<file path="src/hw/rtl/assert_macros.svh">
// ----------------------------------------------------------------------------
// assert_macros.svh
// Assertion macros shared by the RTL; compiled out when NO_ASSERTIONS is set.
// ----------------------------------------------------------------------------
`ifndef ASSERT_MACROS_SVH
`define ASSERT_MACROS_SVH

`ifndef NO_ASSERTIONS

// same-cycle implication
`define YT_ASSERT_IMP(lbl, clk, rstn, ante, cons, msg) \
  lbl: assert property (@(posedge clk) disable iff (!rstn) (ante) |-> (cons)) \
    else $error(msg);

// next-cycle implication
`define YT_ASSERT_NXT(lbl, clk, rstn, ante, cons, msg) \
  lbl: assert property (@(posedge clk) disable iff (!rstn) (ante) |=> (cons)) \
    else $error(msg);

`else

`define YT_ASSERT_IMP(lbl, clk, rstn, ante, cons, msg)
`define YT_ASSERT_NXT(lbl, clk, rstn, ante, cons, msg)

`endif

`endif

</file>
<file path="src/hw/rtl/ytpq_pkg.sv">
`timescale 1ns / 1ps
// ----------------------------------------------------------------------------
// ytpq_pkg
// Shared constants and types of the Young tableau priority queue.
// ----------------------------------------------------------------------------
package ytpq_pkg;

  localparam int MAX_ROWS_DEF = 16;
  localparam int MAX_COLS_DEF = 16;

  localparam int CFG_W     = 5;
  localparam int CFG_IDX_W = 1;
  localparam int VAL_W     = 32;

  localparam logic [CFG_IDX_W-1:0] CFG_ROWS = 1'b0;
  localparam logic [CFG_IDX_W-1:0] CFG_COLS = 1'b1;
  localparam logic [CFG_W-1:0]     CFG_RESET = 5'd16;

  localparam logic OP_INSERT  = 1'b0;
  localparam logic OP_EXTRACT = 1'b1;

  localparam logic [VAL_W-1:0] EMPTY_MARK   = 32'h7FFF_FFFF;
  localparam logic [VAL_W-1:0] SIGN_BIT     = 32'h8000_0000;
  // cells are stored sign-flipped so that an unsigned compare orders them
  localparam logic [VAL_W-1:0] EMPTY_BIASED = EMPTY_MARK ^ SIGN_BIT;

  typedef enum logic [1:0] {
    ST_DONE  = 2'd0,
    ST_EMPTY = 2'd1,
    ST_FULL  = 2'd2
  } ytpq_status_t;

  typedef struct packed {
    logic             valid;
    logic [VAL_W-1:0] value;
    ytpq_status_t     status;
  } ytpq_result_t;

endpackage

</file>
<file path="src/hw/rtl/ytpq_ctrl.sv">
`timescale 1ns / 1ps
// ----------------------------------------------------------------------------
// ytpq_ctrl
// Sequencer: clearing pass, empty-cell scan, sift-up and sift-down walks.
// ----------------------------------------------------------------------------
module ytpq_ctrl #(
  parameter int MAX_ROWS = ytpq_pkg::MAX_ROWS_DEF,
  parameter int MAX_COLS = ytpq_pkg::MAX_COLS_DEF,
  localparam int RW = (MAX_ROWS > 1) ? $clog2(MAX_ROWS) : 1,
  localparam int CW = (MAX_COLS > 1) ? $clog2(MAX_COLS) : 1,
  localparam int DEPTH = MAX_ROWS * MAX_COLS,
  localparam int AW = (DEPTH > 1) ? $clog2(DEPTH) : 1
) (
  input  logic                       clk,
  input  logic                       rst_n,
  input  logic                       start,
  input  logic                       in_operation,
  input  logic [ytpq_pkg::VAL_W-1:0] in_value,
  input  logic [RW-1:0]              rows_last,
  input  logic [CW-1:0]              cols_last,
  output logic                       busy,
  output ytpq_pkg::ytpq_result_t     result,
  output logic                       mem_we,
  output logic [AW-1:0]              mem_waddr,
  output logic [ytpq_pkg::VAL_W-1:0] mem_wdata,
  output logic [AW-1:0]              mem_raddr_a,
  output logic [AW-1:0]              mem_raddr_b,
  input  logic [ytpq_pkg::VAL_W-1:0] mem_rdata_a,
  input  logic [ytpq_pkg::VAL_W-1:0] mem_rdata_b
);

  typedef enum logic [7:0] {
    S_CLEAR  = 8'b0000_0001,
    S_IDLE   = 8'b0000_0010,
    S_SCAN   = 8'b0000_0100,
    S_UP_RD  = 8'b0000_1000,
    S_UP_CMP = 8'b0001_0000,
    S_EX_CMP = 8'b0010_0000,
    S_DN_RD  = 8'b0100_0000,
    S_DN_CMP = 8'b1000_0000
  } state_t;

  function automatic logic [AW-1:0] cell_addr(input logic [RW-1:0] r, input logic [CW-1:0] c);
    cell_addr = AW'(r) * AW'(MAX_COLS) + AW'(c);
  endfunction

  state_t                       state_r, state_nxt;
  logic [AW-1:0]                clr_cnt_r, clr_cnt_nxt;
  logic [RW-1:0]                rlast_r, rlast_nxt;
  logic [CW-1:0]                clast_r, clast_nxt;
  logic [RW-1:0]                row_r, row_nxt;
  logic [CW-1:0]                col_r, col_nxt;
  logic [RW-1:0]                sr_r, sr_nxt;
  logic [CW-1:0]                sc_r, sc_nxt;
  logic [RW-1:0]                tag_row_r, tag_row_nxt;
  logic [CW-1:0]                tag_col_r, tag_col_nxt;
  logic                         tag_last_r, tag_last_nxt;
  logic                         tag_v_r, tag_v_nxt;
  logic                         issue_done_r, issue_done_nxt;
  logic [ytpq_pkg::VAL_W-1:0]   here_r, here_nxt;
  logic                         out_valid_r, out_valid_nxt;
  logic [ytpq_pkg::VAL_W-1:0]   out_value_r, out_value_nxt;
  ytpq_pkg::ytpq_status_t       out_status_r, out_status_nxt;

  logic                         has_up, has_left, has_down, has_right;
  logic                         go_first;
  logic [ytpq_pkg::VAL_W-1:0]   nb_val;
  logic [ytpq_pkg::VAL_W-1:0]   ins_val;

  assign has_up    = (row_r != '0);
  assign has_left  = (col_r != '0);
  assign has_down  = (row_r != rlast_r);
  assign has_right = (col_r != clast_r);

  // the empty marker cannot be stored as data; it saturates one below
  assign ins_val = ((in_value == ytpq_pkg::EMPTY_MARK) ? (ytpq_pkg::EMPTY_MARK - 32'd1)
                                                        : in_value) ^ ytpq_pkg::SIGN_BIT;

  always_comb begin
    state_nxt      = state_r;
    clr_cnt_nxt    = clr_cnt_r;
    rlast_nxt      = rlast_r;
    clast_nxt      = clast_r;
    row_nxt        = row_r;
    col_nxt        = col_r;
    sr_nxt         = sr_r;
    sc_nxt         = sc_r;
    tag_row_nxt    = tag_row_r;
    tag_col_nxt    = tag_col_r;
    tag_last_nxt   = tag_last_r;
    tag_v_nxt      = tag_v_r;
    issue_done_nxt = issue_done_r;
    here_nxt       = here_r;
    out_valid_nxt  = 1'b0;
    out_value_nxt  = out_value_r;
    out_status_nxt = out_status_r;
    mem_we         = 1'b0;
    mem_waddr      = cell_addr(row_r, col_r);
    mem_wdata      = here_r;
    mem_raddr_a    = '0;  // corner read while idle
    mem_raddr_b    = '0;
    go_first       = 1'b0;
    nb_val         = mem_rdata_b;

    case (state_r)
      S_CLEAR: begin
        mem_we    = 1'b1;
        mem_waddr = clr_cnt_r;
        mem_wdata = ytpq_pkg::EMPTY_BIASED;
        if (clr_cnt_r == AW'(DEPTH - 1)) begin
          state_nxt = S_IDLE;
        end else begin
          clr_cnt_nxt = clr_cnt_r + AW'(1);
        end
      end

      S_IDLE: begin
        if (start) begin
          rlast_nxt = rows_last;
          clast_nxt = cols_last;
          case (in_operation)
            ytpq_pkg::OP_INSERT: begin
              here_nxt       = ins_val;
              sr_nxt         = '0;
              sc_nxt         = '0;
              tag_v_nxt      = 1'b0;
              issue_done_nxt = 1'b0;
              out_value_nxt  = ytpq_pkg::EMPTY_MARK;
              state_nxt      = S_SCAN;
            end
            ytpq_pkg::OP_EXTRACT: begin
              state_nxt = S_EX_CMP;
            end
            default: begin
              state_nxt = S_IDLE;
            end
          endcase
        end
      end

      S_SCAN: begin
        // one read issued per cycle, checked in the next cycle against its tag
        mem_raddr_a = cell_addr(sr_r, sc_r);
        tag_v_nxt   = !issue_done_r;
        if (!issue_done_r) begin
          tag_row_nxt  = sr_r;
          tag_col_nxt  = sc_r;
          tag_last_nxt = (sr_r == rlast_r) && (sc_r == clast_r);
          if (sc_r == clast_r) begin
            sc_nxt = '0;
            if (sr_r == rlast_r) begin
              issue_done_nxt = 1'b1;
            end else begin
              sr_nxt = sr_r + RW'(1);
            end
          end else begin
            sc_nxt = sc_r + CW'(1);
          end
        end
        if (tag_v_r && (mem_rdata_a == ytpq_pkg::EMPTY_BIASED)) begin
          row_nxt   = tag_row_r;
          col_nxt   = tag_col_r;
          state_nxt = S_UP_RD;
        end else if (tag_v_r && tag_last_r) begin
          out_valid_nxt  = 1'b1;
          out_status_nxt = ytpq_pkg::ST_FULL;
          state_nxt      = S_IDLE;
        end
      end

      S_UP_RD: begin
        mem_raddr_a = cell_addr(has_up ? (row_r - RW'(1)) : row_r, col_r);
        mem_raddr_b = cell_addr(row_r, has_left ? (col_r - CW'(1)) : col_r);
        if (!has_up && !has_left) begin
          mem_we         = 1'b1;
          out_valid_nxt  = 1'b1;
          out_status_nxt = ytpq_pkg::ST_DONE;
          state_nxt      = S_IDLE;
        end else begin
          state_nxt = S_UP_CMP;
        end
      end

      S_UP_CMP: begin
        // a = up, b = left; up wins a tie
        go_first = has_up && (!has_left || (mem_rdata_a >= mem_rdata_b));
        nb_val   = go_first ? mem_rdata_a : mem_rdata_b;
        mem_we   = 1'b1;
        if (nb_val < here_r) begin
          out_valid_nxt  = 1'b1;
          out_status_nxt = ytpq_pkg::ST_DONE;
          state_nxt      = S_IDLE;
        end else begin
          // moving value stays in here_r; only the neighbor is written back
          mem_wdata = nb_val;
          if (go_first) begin
            row_nxt = row_r - RW'(1);
          end else begin
            col_nxt = col_r - CW'(1);
          end
          state_nxt = S_UP_RD;
        end
      end

      S_EX_CMP: begin
        if (mem_rdata_a == ytpq_pkg::EMPTY_BIASED) begin
          out_value_nxt  = ytpq_pkg::EMPTY_MARK;
          out_valid_nxt  = 1'b1;
          out_status_nxt = ytpq_pkg::ST_EMPTY;
          state_nxt      = S_IDLE;
        end else begin
          out_value_nxt = mem_rdata_a ^ ytpq_pkg::SIGN_BIT;
          here_nxt      = ytpq_pkg::EMPTY_BIASED;
          row_nxt       = '0;
          col_nxt       = '0;
          state_nxt     = S_DN_RD;
        end
      end

      S_DN_RD: begin
        mem_raddr_a = cell_addr(has_down ? (row_r + RW'(1)) : row_r, col_r);
        mem_raddr_b = cell_addr(row_r, has_right ? (col_r + CW'(1)) : col_r);
        if (!has_down && !has_right) begin
          mem_we         = 1'b1;
          out_valid_nxt  = 1'b1;
          out_status_nxt = ytpq_pkg::ST_DONE;
          state_nxt      = S_IDLE;
        end else begin
          state_nxt = S_DN_CMP;
        end
      end

      S_DN_CMP: begin
        // a = down, b = right; down wins a tie
        go_first = has_down && (!has_right || (mem_rdata_a <= mem_rdata_b));
        nb_val   = go_first ? mem_rdata_a : mem_rdata_b;
        mem_we   = 1'b1;
        if (nb_val > here_r) begin
          out_valid_nxt  = 1'b1;
          out_status_nxt = ytpq_pkg::ST_DONE;
          state_nxt      = S_IDLE;
        end else begin
          mem_wdata = nb_val;
          if (go_first) begin
            row_nxt = row_r + RW'(1);
          end else begin
            col_nxt = col_r + CW'(1);
          end
          state_nxt = S_DN_RD;
        end
      end

      default: begin
        state_nxt = S_IDLE;
      end
    endcase
  end

  always_ff @(posedge clk) begin
    if (!rst_n) begin
      state_r      <= S_CLEAR;
      clr_cnt_r    <= '0;
      tag_v_r      <= 1'b0;
      issue_done_r <= 1'b0;
      out_valid_r  <= 1'b0;
    end else begin
      state_r      <= state_nxt;
      clr_cnt_r    <= clr_cnt_nxt;
      tag_v_r      <= tag_v_nxt;
      issue_done_r <= issue_done_nxt;
      out_valid_r  <= out_valid_nxt;
    end
  end

  always_ff @(posedge clk) begin
    rlast_r      <= rlast_nxt;
    clast_r      <= clast_nxt;
    row_r        <= row_nxt;
    col_r        <= col_nxt;
    sr_r         <= sr_nxt;
    sc_r         <= sc_nxt;
    tag_row_r    <= tag_row_nxt;
    tag_col_r    <= tag_col_nxt;
    tag_last_r   <= tag_last_nxt;
    here_r       <= here_nxt;
    out_value_r  <= out_value_nxt;
    out_status_r <= out_status_nxt;
  end

  assign busy          = (state_r != S_IDLE);
  assign result.valid  = out_valid_r;
  assign result.value  = out_value_r;
  assign result.status = out_status_r;

endmodule

</file>
<file path="config.mk">
export PLATFORM = sky130hd
export DESIGN_NAME = ytpq_ctrl
export DESIGN_NICKNAME = d
export VERILOG_FILES = /design/src/hw/rtl/assert_macros.svh /design/src/hw/rtl/ytpq_pkg.sv /design/src/hw/rtl/ytpq_ctrl.sv
export SDC_FILE = /design/constraint.sdc
export NUM_CORES = 1
export LEC_CHECK = 0
export BUFFER_PORTS_ARGS = -buffer_cell sky130_fd_sc_hd__buf_4
export CAP_MARGIN = 20
export CORE_ASPECT_RATIO = 0.9
export CORE_MARGIN = 5
export CORE_UTILIZATION = 55
export CTS_CLUSTER_DIAMETER = 150
export DETAILED_ROUTE_END_ITERATION = 6
export GPL_ROUTABILITY_DRIVEN = 0
export HOLD_SLACK_MARGIN = 0.02
export PLACE_DENSITY = 0.8
export SETUP_SLACK_MARGIN = 0.4
export SYNTH_ARGS = -nofsm -noshare
export SYNTH_HDL_FRONTEND = slang
export SYNTH_SLANG_ARGS = --single-unit
</file>
<file path="constraint.sdc">
create_clock -name clk -period 9.55 [get_ports clk]
set_clock_uncertainty 0.05 [all_clocks]
set_input_delay 0.4775 -clock clk [delete_from_list [all_inputs] [get_ports clk]]
set_output_delay 0.4775 -clock clk [all_outputs]
set_load 0.01 [all_outputs]
</file>
======== Yosys cells after proc, flatten, opt, wreduce, memory -nomap -nowiden ========
Cells that the tools add are included.
cells by class
  reduce and logical (&&, ||, !) cells .... 33
  bitwise logic cells ..................... 5
  muxes and demuxes ....................... 78
  add/subtract/negate cells ............... 13
  order comparisons ....................... 4
  eq/ne operators ......................... 38
operator list
  cell                    count
  $mux W32                11
  $pmux W32 S2            2
  $pmux W32 S3            1
  $mux W4                 23
  $pmux W8 S8             1
  $add A8 B4 Y8           6
  $mux W8                 6
  $ne A2 B2 Y1 const B    21
  $eq A32 B31 Y1 const B  1
  $eq A32 B32 Y1 const B  1
  $ge A32 B32 Y1          1
  $gt A32 B32 Y1          1
  $le A32 B32 Y1          1
  $lt A32 B32 Y1          1
  $pmux W4 S4             2
  $pmux W8 S2             2
  $pmux W8 S3             1
  $add A4 B1 Y4 const B   4
  $eq A8 B8 Y1 const B    2
  $pmux W4 S2             2
  $mux W2                 7
  $mux W7                 2
  $reduce_and A7 Y1       2
  $mux W1                 12
  31 further kinds        58
storage, ports and cells
  register bits after elaboration ......... 118
  output and inout bits ................... 93
  bits of input ports ..................... 108
  word-level logic and storage cells ...... 188

======== Longest topological paths before layout ========
Gate-level depths: netlist of run 1.
  depth in word-level cells ............... 8
  depth in mapped cells ................... 23
  gate-level depth less buffers ........... 19

======== Worst setup path after synthesis of run 1 ========
OpenSTA, ideal clock, no wires.
  path type ............................... input-to-output
  start ................................... input mem_rdata_b[1] (netlist bit)
  end ..................................... output mem_wdata[11] (netlist bit)
  data arrival time ....................... 4721 ps
  required time ........................... 9023 ps
  stages .................................. 21
  slack ................................... 4301 ps
  buffers on the path ..................... 4
  cell sequence ........................... inv_1 -> ha_1 -> nor2b_1 -> o211ai_1 -> a2111oi_2 -> o31ai_1 -> a31o_1 -> buf_6 -> buf_4 -> mux2_2 -> ha_1 -> and3_1 -> nand4_1 -> nor4_1 -> nand2b_1 -> a2bb2oi_1 -> nor2_1 -> clkbuf_1 -> clkbuf_1 -> nor4_1 -> o31ai_1
on the way
  longest elaborated chain between the ends .. 7
  elaborated cells on any way between the ends .. 13
  those cells by class .................... 4 x order compare; 5 x mux; 4 x reduce/logical
ends and longest elaborated chain
  element                                                  line                                text
  from (decl)                                              ytpq_ctrl.sv:29                     input logic [ytpq_pkg::VAL_W-1:0] mem_rdata_b
  $le A32 B32 Y1 / $ge A32 B32 Y1 (equally long branches)  ytpq_ctrl.sv:235, ytpq_ctrl.sv:186
  $logic_or A1 B1 Y1, on equally long branches             ytpq_ctrl.sv:235, ytpq_ctrl.sv:186
  $logic_and A1 B1 Y1, on equally long branches            ytpq_ctrl.sv:235, ytpq_ctrl.sv:186
  $mux W32, on equally long branches                       ytpq_ctrl.sv:236, ytpq_ctrl.sv:187
  $gt A32 B32 Y1 / $lt A32 B32 Y1 (equally long branches)  ytpq_ctrl.sv:238, ytpq_ctrl.sv:189
  $mux W32, on equally long branches                       ytpq_ctrl.sv:238, ytpq_ctrl.sv:189
  $pmux W32 S3 (*)                                         ytpq_ctrl.sv:105                    case (state_r)
  to (decl)                                                ytpq_ctrl.sv:25                     output logic [ytpq_pkg::VAL_W-1:0] mem_wdata,
Mark *: on every way between the ends. The rest lies on a longest branch, timed or not.

======== Worst setup path after layout of run 1 ========
  start ................................... register col_r[1]
  end ..................................... output mem_wdata[1] (netlist bit)
on the way
  longest elaborated chain between the ends .. 8
  elaborated cells on any way between the ends .. 15
  those cells by class .................... 2 x order compare; 1 x eq/ne; 5 x mux; 7 x reduce/logical
ends and longest elaborated chain
  element                                                    line                                text
  from (decl)                                                ytpq_ctrl.sv:52                     logic [CW-1:0] col_r, col_nxt;
  from (signal assigned)                                     ytpq_ctrl.sv:279                    col_r <= col_nxt;
  $ne A4 B4 Y1 / $reduce_bool A4 Y1 (equally long branches)  ytpq_ctrl.sv:73, ytpq_ctrl.sv:71
  $logic_not A1 Y1, on equally long branches                 ytpq_ctrl.sv:235, ytpq_ctrl.sv:186
  $logic_or A1 B1 Y1, on equally long branches               ytpq_ctrl.sv:235, ytpq_ctrl.sv:186
  $logic_and A1 B1 Y1, on equally long branches              ytpq_ctrl.sv:235, ytpq_ctrl.sv:186
  $mux W32, on equally long branches                         ytpq_ctrl.sv:236, ytpq_ctrl.sv:187
  $gt A32 B32 Y1 / $lt A32 B32 Y1 (equally long branches)    ytpq_ctrl.sv:238, ytpq_ctrl.sv:189
  $mux W32, on equally long branches                         ytpq_ctrl.sv:238, ytpq_ctrl.sv:189
  $pmux W32 S3 (*)                                           ytpq_ctrl.sv:105
Marked as above.

==> results.py, run 1 <==
metrics = {
    "clocking": {
        "htree_levels": 4,
        "cts.sinks": 118,
        "clockRootBuffer": "clkbuf_16",
        "cts_resized": 0,
        "post-cts-setup-buffers": 0,
        "cts_made_buffers": 17,
        "clk_pin_slew_ps": 60,
        "cts-hold-fix-buffers": 0,
        "clkLatencyLatePin_ps": 420,
        "cts_tree": "built",
        "cts_buffer_depth": 2,
    },
    "worst_setup_path": {
        "ff2ff_setup_slack_ps": 2930,
        "crit_chain": "xor2_1 > nor4_2 > a21oi_1 > nor2_1 > a31o_1 > buf_4 > mux2_2 > ha_1 > and3_1 > nand4_1 > nor4_1 > nand2_1 > a2bb2oi_1 > and2_1 > buf_4 > and2_1 > nor3_1 > o31ai_1 > buf_4",
        "cp_slowest_cell": "nor4_2",
        "critical_path.max_fanout": 22,
        "reg2regPathDepth": 16,
        "crit_top_cell": "buf_4",
        "start_kind": "register",
        "cp-end-kind": "primary output",
        "cp_num_buf_inv": 3,
        "cpLargestDelayFamily": "simple AND/OR/NAND/NOR gates",
        "r2r-end": "row_r[2]",
        "critPathMaxStageDelay_ps": 740,
        "r2r_start": "col_r[1]",
        "crit_type": "reg -> out",
        "cp.depth": 19,
        "worstPathArrival_ps": 7190,
        "crit_required_ps": 9020,
    },
    "worst_hold_path": {
        "whs_path_depth": 1,
        "hp-start": "rows_last[2]",
        "holdCritPathClass": "in -> reg",
        "hold_end": "rlast_r[2]",
    },
    "floorplan": {
        "design.die.area_sq_um": 21010,
        "die_h_um": 138.0,
        "io_pins": 201,
        "coreArea_sq_um": 17780,
        "rows": 46,
        "die_x_um": 152.2,
        "start_util_pct": 56.30,
    },
    "place": {
        "hpwl_um": 24770,
        "place_area_sq_um": 11680,
        "numPortBuffers": 200,
    },
    "yosys": {
        "ys_async_sr_fraction_pct": 0,
        "ys.warnings.count": 0,
        "yosys-top-cells-count": "ha_1 (102), edfxtp_1 (99), nand2_1 (89)",
        "synth_top_cell_area_share_pct": 29.69,
        "synthCells": 1117,
        "synth_area_per_cell_sq_um": 8.963,
        "post-synth-top-area-cell": "edfxtp_1",
        "synth-seq-area-share_pct": 33.49,
        "synth_seq_cells": 118,
        "ys_types": 66,
        "syn_nets": 1327,
        "syn-cell-area_sq_um": 10010,
        "synth_edf_count": 99,
        "synthFlopType": "edfxtp_1",
        "synthMostInstantiatedCell": "ha_1",
        "synth_area_leaders": "edfxtp_1 (30%), ha_1 (13%), dfxtp_1 (3.8%), a21oi_1 (3.7%), o21ai_0 (3.4%)",
    },
    "final_layout": {
        "design_area_sq_um": 12320,
        "seqCellArea_sq_um": 3353,
        "drive_gt1_share_pct": 23.70,
        "fillers": 1407,
        "final_nets": 1501,
        "multiInputGateArea_sq_um": 6143,
        "syn_to_final_growth_pct": 23.06,
    },
    "detailed_routing": {
        "drcViolationCount": 0,
        "routedWlPerCell_um": 20.93,
        "dr.pass1.iters": 6,
        "ant_nets": 0,
        "vias_per_cell": 6.387,
        "drt_iter0_markers": 1308,
        "vias": 9874,
        "wirelength_um": 32350,
    },
    "sta": {
        "hold_viol": 0,
        "finalCritPeriodShare_pct": 80.85,
        "min_period_ps": 7721,
        "slew_headroom_pct": 29.14,
        "tightest_slew_ps": 1059,
        "setup_viol": 0,
        "rsz0062_at_grt": "false",
        "setup_tns_ps": 0,
        "fmax_ghz": 0.1295,
        "drv_slew": 0,
    },
    "global_route": {
        "grt_max_degree": 54,
        "grt_pass1_vias": 8926,
        "antenna_found_initial": 0,
        "grt_first_pass_wirelength_um": 49360,
        "grt_usage_pct": 29.84,
        "grt-ovfl-total": 0,
    },
    "pwr": {
        "p_total_w": 0.001615,
        "vdd_drop_max_mv": 0.1116,
        "powerDensity_nw_per_um2": 131.1,
        "power.leakage_nw": 5.154,
    },
    "status": {
        "status": "finished clean",
    },
    "run": {
        "maxCapViolations": 0,
    },
}
## routing by layer
layer	up-vias	global-route usage (%)	routed length (um)
li1	4576	-	-
met1	4534	43.20	13860
met2	692	42.32	13380
met3	72	9.017	4235
met4	0	10.38	876
met5	-	0	0
## kinds of logic after synthesis
family	share of synthesized area [%]
and+or+nand+nor	20.61
DFF	33.49
adders and majority gates	12.75
buffers and inverters	5.561
AOI/OAI and AO/OA	19.78
muxes	5.274
xor gates and xnor gates	2.537
## final cells by class
cell class	instances	share of cell area, %
repair buffers	215	13.14
well taps	240	2.437
flip-flops and latches	118	27.22
diodes	2	0.04062
inverters	76	2.315
clock buffers	19	3.514
multi-input cells	863	49.86
clock inverters	13	1.473
## cell usage in the layout (no fill, tap or decap), types with 37 or more instances in the layout
cell type	count
nand2_1	89
nor2_1	61
buf_4	213
edfxtp_1	99
a21oi_1	72
nand4_1	37
inv_1	76
o21ai_0	67
ha_1	102
## power by group
part           internal (W)  switching [W]
clock              0.000435       0.000231
combinational      0.000169       0.000214
sequential         0.000560     0.00000691
## flip-flops by register name, indices dropped and copies added (netlist names)
register and cells:
tag_v_r 1, state_r 8, row_r 4, tag_row_r 4
clast_r 4, out_valid_r 1, tag_last_r 1, sc_r 4
tag_col_r 4, out_value_r 32, col_r 4, issue_done_r 1
rlast_r 4, out_status_r 2, sr_r 4, here_r 32
clr_cnt_r 8
## worst register-to-register path: stages, from the launching register on
cell       delay [ps]
edfxtp_1          610
xor2_1            240
nor4_2            740
a21oi_1            90
nor2_1            120
a31o_1            630
buf_4             430
mux2_2            400
ha_1              300
and3_1            180
nand4_1           170
nor4_1            530
nand2_1           110
a2bb2oi_1         290
nor2_2            140
buf_4             280
nor4_1            920
## through the flow
step	util [%]	setup slack, ps	hold WS [ps]	instances
3_3_place_gp	65.68	2170	460.7	1510
6_report	69.28	1829	183.3	1546
3_5_place_dp	65.68	2038	469.6	1510
4_1_cts	69.14	2034	175.7	1542
2_1_floorplan	-	4301	426.5	1117
5_1_grt	69.25	1344	175.8	1544
## worst max-delay path by stage
stage / from / to / slack [ps]
after floorplan: mem_rdata_b[1] / mem_wdata[11] / 4300
after global routing: col_r[0] / mem_wdata[12] / 1340
after global placement: mem_rdata_a[21] / mem_wdata[1] / 2170
final: col_r[1] / mem_wdata[1] / 1830
after detailed placement: mem_rdata_a[21] / mem_wdata[1] / 2040
after CTS: mem_rdata_b[17] / mem_wdata[1] / 2030
Note: power is estimated with default switching activity, not from simulation.
==> inputs of run 2 (changes only) <==
--- a/config.mk
+++ b/config.mk
@@ -5,6 +5,7 @@
 export SDC_FILE = /design/constraint.sdc
 export NUM_CORES = 1
 export LEC_CHECK = 0
+export ABC_AREA = 1
 export BUFFER_PORTS_ARGS = -buffer_cell sky130_fd_sc_hd__buf_4
 export CAP_MARGIN = 20
 export CORE_ASPECT_RATIO = 0.9
==> constraint.sdc (replaced) <==
create_clock -name clk -period 7.9 [get_ports clk]
set_clock_uncertainty 0.05 [all_clocks]
set_input_delay 0.395 -clock clk [delete_from_list [all_inputs] [get_ports clk]]
set_output_delay 0.395 -clock clk [all_outputs]
set_load 0.01 [all_outputs]
==> results.py, run 2 <==
metrics = {
    "pwr": {
        "power.switching_w": 0.0005850,
        "intPower_w": 0.001305,
        "p_sw_share_pct": 30.95,
        "vdd_drop_max_mv": 0.1393,
        "comb_power_share_pct": 25.2,
        "seqPwrFrac_pct": 36.5,
        "power.leakage_nw": 5.980,
        "clockPowerShare_pct": 38.3,
        "powerDensity_nw_per_um2": 154.0,
    },
    "global_route": {
        "grt_first_pass_wirelength_um": 49940,
        "antenna_found_initial": 0,
        "grt_pass1_vias": 9249,
        "grt_usage_pct": 29.26,
        "grt_max_degree": 66,
        "grt-ovfl-total": 0,
    },
    "worst_setup_path": {
        "crit_path_start": "row_r[0]",
        "critical_path.max_fanout": 64,
        "r2r_start": "row_r[0]",
        "cp_num_buf_inv": 3,
        "r2r-end": "out_status_r[0]",
        "cp.depth": 19,
        "cp-end-kind": "primary output",
        "ff2ff_setup_slack_ps": 2230,
        "start_kind": "register",
        "cp_slowest_cell": "nand2_2",
        "reg2regPathDepth": 17,
        "cpLargestDelayFamily": "simple AND/OR/NAND/NOR gates",
        "critPathMaxStageDelay_ps": 820,
        "worstPathArrival_ps": 5970,
        "crit_required_ps": 7460,
        "crit_type": "reg -> out",
        "crit_top_cell": "nand2_1",
        "critPathCapture": "mem_wdata[24]",
        "crit_chain": "or2_2 > a21oi_1 > nand3_1 > nand2_2 > o21ai_0 > ha_1 > nand4_1 > nor4_1 > and3_1 > o21ai_1 > o2111ai_1 > nand2_1 > nand2_1 > inv_1 > a221oi_1 > nand3_1 > nand2_1 > inv_1 > buf_4",
    },
    "yosys": {
        "synth_area_per_cell_sq_um": 7.268,
        "yosys-top-cells-count": "nand2_1 (391), inv_1 (236), ha_1 (102)",
        "synth_area_leaders": "edfxtp_1 (30%), nand2_1 (15%), ha_1 (13%), inv_1 (8.8%), o21ai_0 (4.9%)",
        "synth_top_cell_area_share_pct": 29.51,
        "synth_seq_cells": 118,
        "synth-seq-area-share_pct": 33.29,
        "synthFlopType": "edfxtp_1",
        "synthMostInstantiatedCell": "nand2_1",
        "syn_nets": 1596,
        "synthCells": 1386,
        "synth_edf_count": 99,
        "syn-cell-area_sq_um": 10070,
        "ys_async_sr_fraction_pct": 0,
        "post-synth-top-area-cell": "edfxtp_1",
        "ys.warnings.count": 0,
        "ys_types": 59,
    },
    "floorplan": {
        "die_h_um": 138.4,
        "io_pins": 201,
        "start_util_pct": 55.44,
        "design.die.area_sq_um": 21130,
        "rows": 47,
        "die_x_um": 152.7,
        "coreArea_sq_um": 18170,
    },
    "final_layout": {
        "mostFrequentLayoutCells": "nand2_1 (391), inv_1 (236), buf_4 (205)",
        "antenna_cells": 0,
        "multiInputGateArea_sq_um": 5580,
        "seqCellArea_sq_um": 3353,
        "syn_to_final_growth_pct": 21.82,
        "fillers": 1524,
        "final_nets": 1773,
        "mostFrequentLayoutCell": "nand2_1",
        "drive_gt1_share_pct": 17.20,
        "final_util_pct": 67.53,
        "top_regs": "here_r: 32 flops, out_value_r: 32 flops",
    },
    "sta": {
        "setup_viol": 0,
        "tightest_slew_ps": 1040,
        "whs_ps": 93.43,
        "setup_tns_ps": 0,
        "finalCritPeriodShare_pct": 81.17,
        "min_period_ps": 6412,
        "rsz0062_at_grt": "false",
        "drv_slew": 0,
        "fmax_ghz": 0.1560,
        "slew_headroom_pct": 30.00,
        "hold_viol": 0,
    },
    "clocking": {
        "clkLatencyLatePin_ps": 420,
        "cts_made_buffers": 17,
        "cts_buffer_depth": 2,
        "cts-hold-fix-buffers": 0,
        "cts.sinks": 118,
        "clockRootBuffer": "clkbuf_16",
        "clk_pin_slew_ps": 60,
        "post-cts-setup-buffers": 0,
        "cts_tree": "built",
        "htree_levels": 4,
        "cts_resized": 0,
    },
    "detailed_routing": {
        "vias_per_cell": 5.725,
        "dr.pass1.iters": 7,
        "drcViolationCount": 0,
        "vias": 10430,
        "drt_iter0_markers": 1561,
        "ant_nets": 0,
        "wirelength_um": 32140,
        "routedWlPerCell_um": 17.65,
    },
    "place": {
        "hpwl_um": 25440,
        "numPortBuffers": 200,
    },
    "run": {
        "maxCapViolations": 0,
    },
    "worst_hold_path": {
        "holdCritPathClass": "in -> reg",
    },
    "status": {
        "status": "finished clean",
    },
}
run 2: worst min path at each step:
stage / start / endpoint / slack (ps) / depth (start not counted)
finish: rows_last[3] / rlast_r[3] / 90 / 1
global route: cols_last[2] / clast_r[2] / 80 / 1
global placement: issue_done_r / issue_done_r / 420 / 2
CTS: rows_last[1] / rlast_r[1] / 90 / 1
detailed placement: clr_cnt_r[7] / clr_cnt_r[7] / 430 / 2
floorplan: clr_cnt_r[7] / clr_cnt_r[7] / 400 / 2
run 2: area by class of cell:
cell class | count | share of cell area, %
inverter | 244 | 7.473
clock buffer | 25 | 4.129
sequential | 118 | 27.32
tap | 245 | 2.498
multi-input combinational | 976 | 45.47
clock inverter | 7 | 0.3365
timing repair buffer | 206 | 12.77
run 2: routing by layer:
metal	global-route usage [%]	wire [um]	vias up
met4	7.126	641	0
met2	39.91	12730	694
met5	0	0	-
met1	45.26	14320	4690
li1	-	-	4977
met3	8.563	4449	65
run 2: worst reg2reg max path: cells and delay by family (launching register included):
family / cells / cell delay (ps)
buf+inv: 1 / 430
fa+ha+maj: 1 / 420
flops: 1 / 540
compound gates: 4 / 710
simple gates: 11 / 3220
run 2: power groups by stage:
| stage | Sequential [W] | Clock [W] | Combinational [W] |
|---|---|---|---|
| 2_1_floorplan | 0.000703 | 0 | 0.000271 |
| 3_3_place_gp | 0.000703 | 0 | 0.000449 |
| 3_5_place_dp | 0.000703 | 0 | 0.000459 |
| 4_1_cts | 0.000690 | 0.000724 | 0.000462 |
| 5_1_grt | 0.000691 | 0.000759 | 0.000524 |
| 6_report | 0.000690 | 0.000724 | 0.000476 |
run 2: logic make-up after synthesis:
group | share of synthesized area, %
simple gates | 26.70
buf+inv | 11.38
compound gates | 13.70
flops | 33.29
fa+ha+maj | 12.67
xor+xnor | 2.261
run 2: metrics by stage:
stage               std cells  instance area, sq um  setup slack [ps]  total power [W]
floorplan                1386                 10070              3511        0.0009737
global placement         1788                 11700              2068         0.001151
detailed placement       1788                 11700              2031         0.001162
CTS                      1820                 12240              1711         0.001877
global route             1821                 12270              1140         0.001974
finish                   1821                 12270              1488         0.001890
==> inputs of run 3 (changes only) <==
--- a/config.mk
+++ b/config.mk
@@ -5,7 +5,7 @@
 export SDC_FILE = /design/constraint.sdc
 export NUM_CORES = 1
 export LEC_CHECK = 0
-export ABC_AREA = 1
+export ABC_AREA = 0
 export BUFFER_PORTS_ARGS = -buffer_cell sky130_fd_sc_hd__buf_4
 export CAP_MARGIN = 20
 export CORE_ASPECT_RATIO = 0.9
==> constraint.sdc (replaced) <==
create_clock -name clk -period 6.2 [get_ports clk]
set_clock_uncertainty 0.05 [all_clocks]
set_input_delay 0.31 -clock clk [delete_from_list [all_inputs] [get_ports clk]]
set_output_delay 0.31 -clock clk [all_outputs]
set_load 0.01 [all_outputs]
==> results.py, run 3 (same netlist as run 1, synthesis figures left out) <==
metrics = {
    "floorplan": {
        "start_util_pct": 56.30,
        "die_h_um": 138.0,
        "coreArea_sq_um": 17780,
        "die_x_um": 152.2,
        "design.die.area_sq_um": 21010,
        "io_pins": 201,
        "rows": 46,
    },
    "clocking": {
        "clk_pin_slew_ps": 50,
        "cts.sinks": 118,
        "clockRootBuffer": "clkbuf_16",
        "clkLatencyLatePin_ps": 410,
        "htree_levels": 4,
        "cts_buffer_depth": 2,
        "cts_tree": "built",
        "cts_made_buffers": 17,
    },
    "detailed_routing": {
        "drt_iter0_markers": 1343,
        "vias": 10310,
        "ant_nets": 0,
        "drcViolationCount": 0,
        "routedWlPerCell_um": 21.60,
        "wirelength_um": 34240,
        "vias_per_cell": 6.503,
        "dr.pass1.iters": 6,
    },
    "worst_setup_path": {
        "crit_chain": "buf_4 > inv_1 > ha_1 > nand4_1 > nor4_1 > o31ai_1 > buf_4 > a31oi_4 > buf_4 > nand2_1 > o21ai_1 > ha_1 > a21o_1 > a21o_1 > a21oi_1 > nand3_1 > o31ai_2 > nand2_1 > buf_4 > o311ai_1 > o31ai_2 > buf_4",
        "critical_path.max_fanout": 27,
        "crit_required_ps": 5840,
        "critPathMaxStageDelay_ps": 470,
        "r2r-end": "out_valid_r",
        "cp_num_buf_inv": 6,
        "crit_top_cell": "buf_4",
        "cpLargestDelayFamily": "compound AO/OA/AOI/OAI gates",
        "worstPathArrival_ps": 5320,
        "crit_type": "in -> out",
        "ff2ff_setup_slack_ps": 1360,
        "cp_slowest_cell": "nor4_1",
        "start_kind": "input port",
        "r2r_start": "row_r[0]",
        "reg2regPathDepth": 15,
        "cp-end-kind": "primary output",
    },
    "sta": {
        "setup_viol": 0,
        "min_period_ps": 5680,
        "setup_ws_ps": 520.1,
        "drv_slew": 0,
        "tightest_slew_ps": 981.2,
        "fmax_ghz": 0.1761,
        "setup_tns_ps": 0,
        "slew_headroom_pct": 33.90,
        "hold_viol": 0,
        "rsz0062_at_grt": "false",
        "finalCritPeriodShare_pct": 91.61,
    },
    "final_layout": {
        "syn_to_final_growth_pct": 28.16,
        "mostFrequentLayoutCells": "buf_4 (241), ha_1 (102), edfxtp_1 (99)",
        "top_regs": "here_r: 32 flops, out_value_r: 32 flops",
        "final_nets": 1543,
        "drive_gt1_share_pct": 26.17,
        "mostFrequentLayoutCell": "buf_4",
        "final_util_pct": 72.15,
        "antenna_cells": 0,
        "design_area_sq_um": 12830,
    },
    "pwr": {
        "vdd_drop_max_mv": 0.1762,
        "powerDensity_nw_per_um2": 199.7,
        "power.leakage_nw": 5.401,
    },
    "global_route": {
        "grt_first_pass_wirelength_um": 50600,
        "grt_usage_pct": 30.52,
        "grt_pass1_vias": 9244,
        "grt-ovfl-total": 0,
        "gr-usage-met1_pct": 43.57,
        "use_met2_pct": 45.78,
        "use_met3_pct": 7.925,
        "antenna_found_initial": 0,
        "grt_max_degree": 53,
        "busiest_layer": "met2",
    },
    "place": {
        "place_area_sq_um": 11860,
        "hpwl_um": 25090,
        "numPortBuffers": 200,
        "dp_slack_ps": 459.0,
    },
    "worst_hold_path": {
        "hp-start": "in_operation",
        "whs_path_depth": 2,
        "hold_end": "state_r[5]",
        "holdCritPathClass": "in -> reg",
    },
    "run": {
        "maxCapViolations": 0,
    },
    "status": {
        "status": "finished clean",
    },
}
## run 3: cell count changes in the layout (fill, tap and decap cells not counted), sizes merged, moves of 32 or more
cell	before	now
inv	244	76
buf	206	248
nand2	397	89
or3	1	33
nand2b	0	33
nand3	68	25
mux2	0	39
## run 3: how the worst max path moves through the flow
stage / slack [ps] / depth (start not counted) / from / to
floorplan: 1290 / 21 / mem_rdata_b[1] / mem_wdata[11]
CTS: 410 / 20 / col_r[1] / mem_wdata[1]
global placement: 610 / 22 / mem_rdata_a[31] / mem_wdata[1]
finish: 520 / 22 / mem_rdata_b[27] / mem_wdata[9]
global route: 240 / 22 / mem_rdata_b[26] / mem_wdata[5]
detailed placement: 460 / 20 / mem_rdata_a[27] / mem_wdata[1]
## run 3: power by group
part | switching, W | internal, W | total (W)
clock network | 0.000346 | 0.000704 | 0.00105
logic | 0.000352 | 0.000286 | 0.000638
registers | 0.0000115 | 0.000863 | 0.000875
## run 3: worst reg2reg max path, stage by stage, from the launching register on
cell and delay [ps]:
edfxtp_1 620, inv_1 130, ha_1 310, and2_0 260, a31oi_4 360, buf_4 330, nand2_1 80, o21ai_1 260
ha_1 340, a21o_1 160, a21o_1 170, a21oi_1 320, nand3_1 160, o31ai_2 350, a21oi_4 180, a2111oi_0 590
## run 3: layout make-up
cell class / count / area (sq um)
multi-input cells: 863 / 6235
fillers: 1338 / 4954
flip-flops and latches: 118 / 3353
repair buffers: 257 / 2041
clock buffers: 19 / 432.9
well taps: 240 / 300.3
inverters: 76 / 285.3
clock inverters: 12 / 183.9
## run 3: timing repair
| action | in CTS | in global routing |
|---|---|---|
| gates cloned | 0 | 1 |
| setup endpoints to repair | 21 | 32 |
| hold buffers | 8 | 0 |
| hold endpoints to repair | 8 | 0 |
| pin swaps | 2 | 8 |
| setup buffers | 2 | 13 |
| resized for setup | 5 | 22 |
## run 3: per-stage QoR
step	power (W)	hold WS, ps	std cells
after floorplan	0.001222	358.9	1117
after global placement	0.001458	438.8	1529
after detailed placement	0.001470	439.5	1529
after CTS	0.002530	87.86	1570
after global routing	0.002655	98.39	1585
final	0.002562	99.59	1585
## run 3: layer usage
layer	part of all wire, %	routed length [um]
met3	13	4391
met1	42	14260
met5	0	0
met2	43	14610
met4	2.9	977
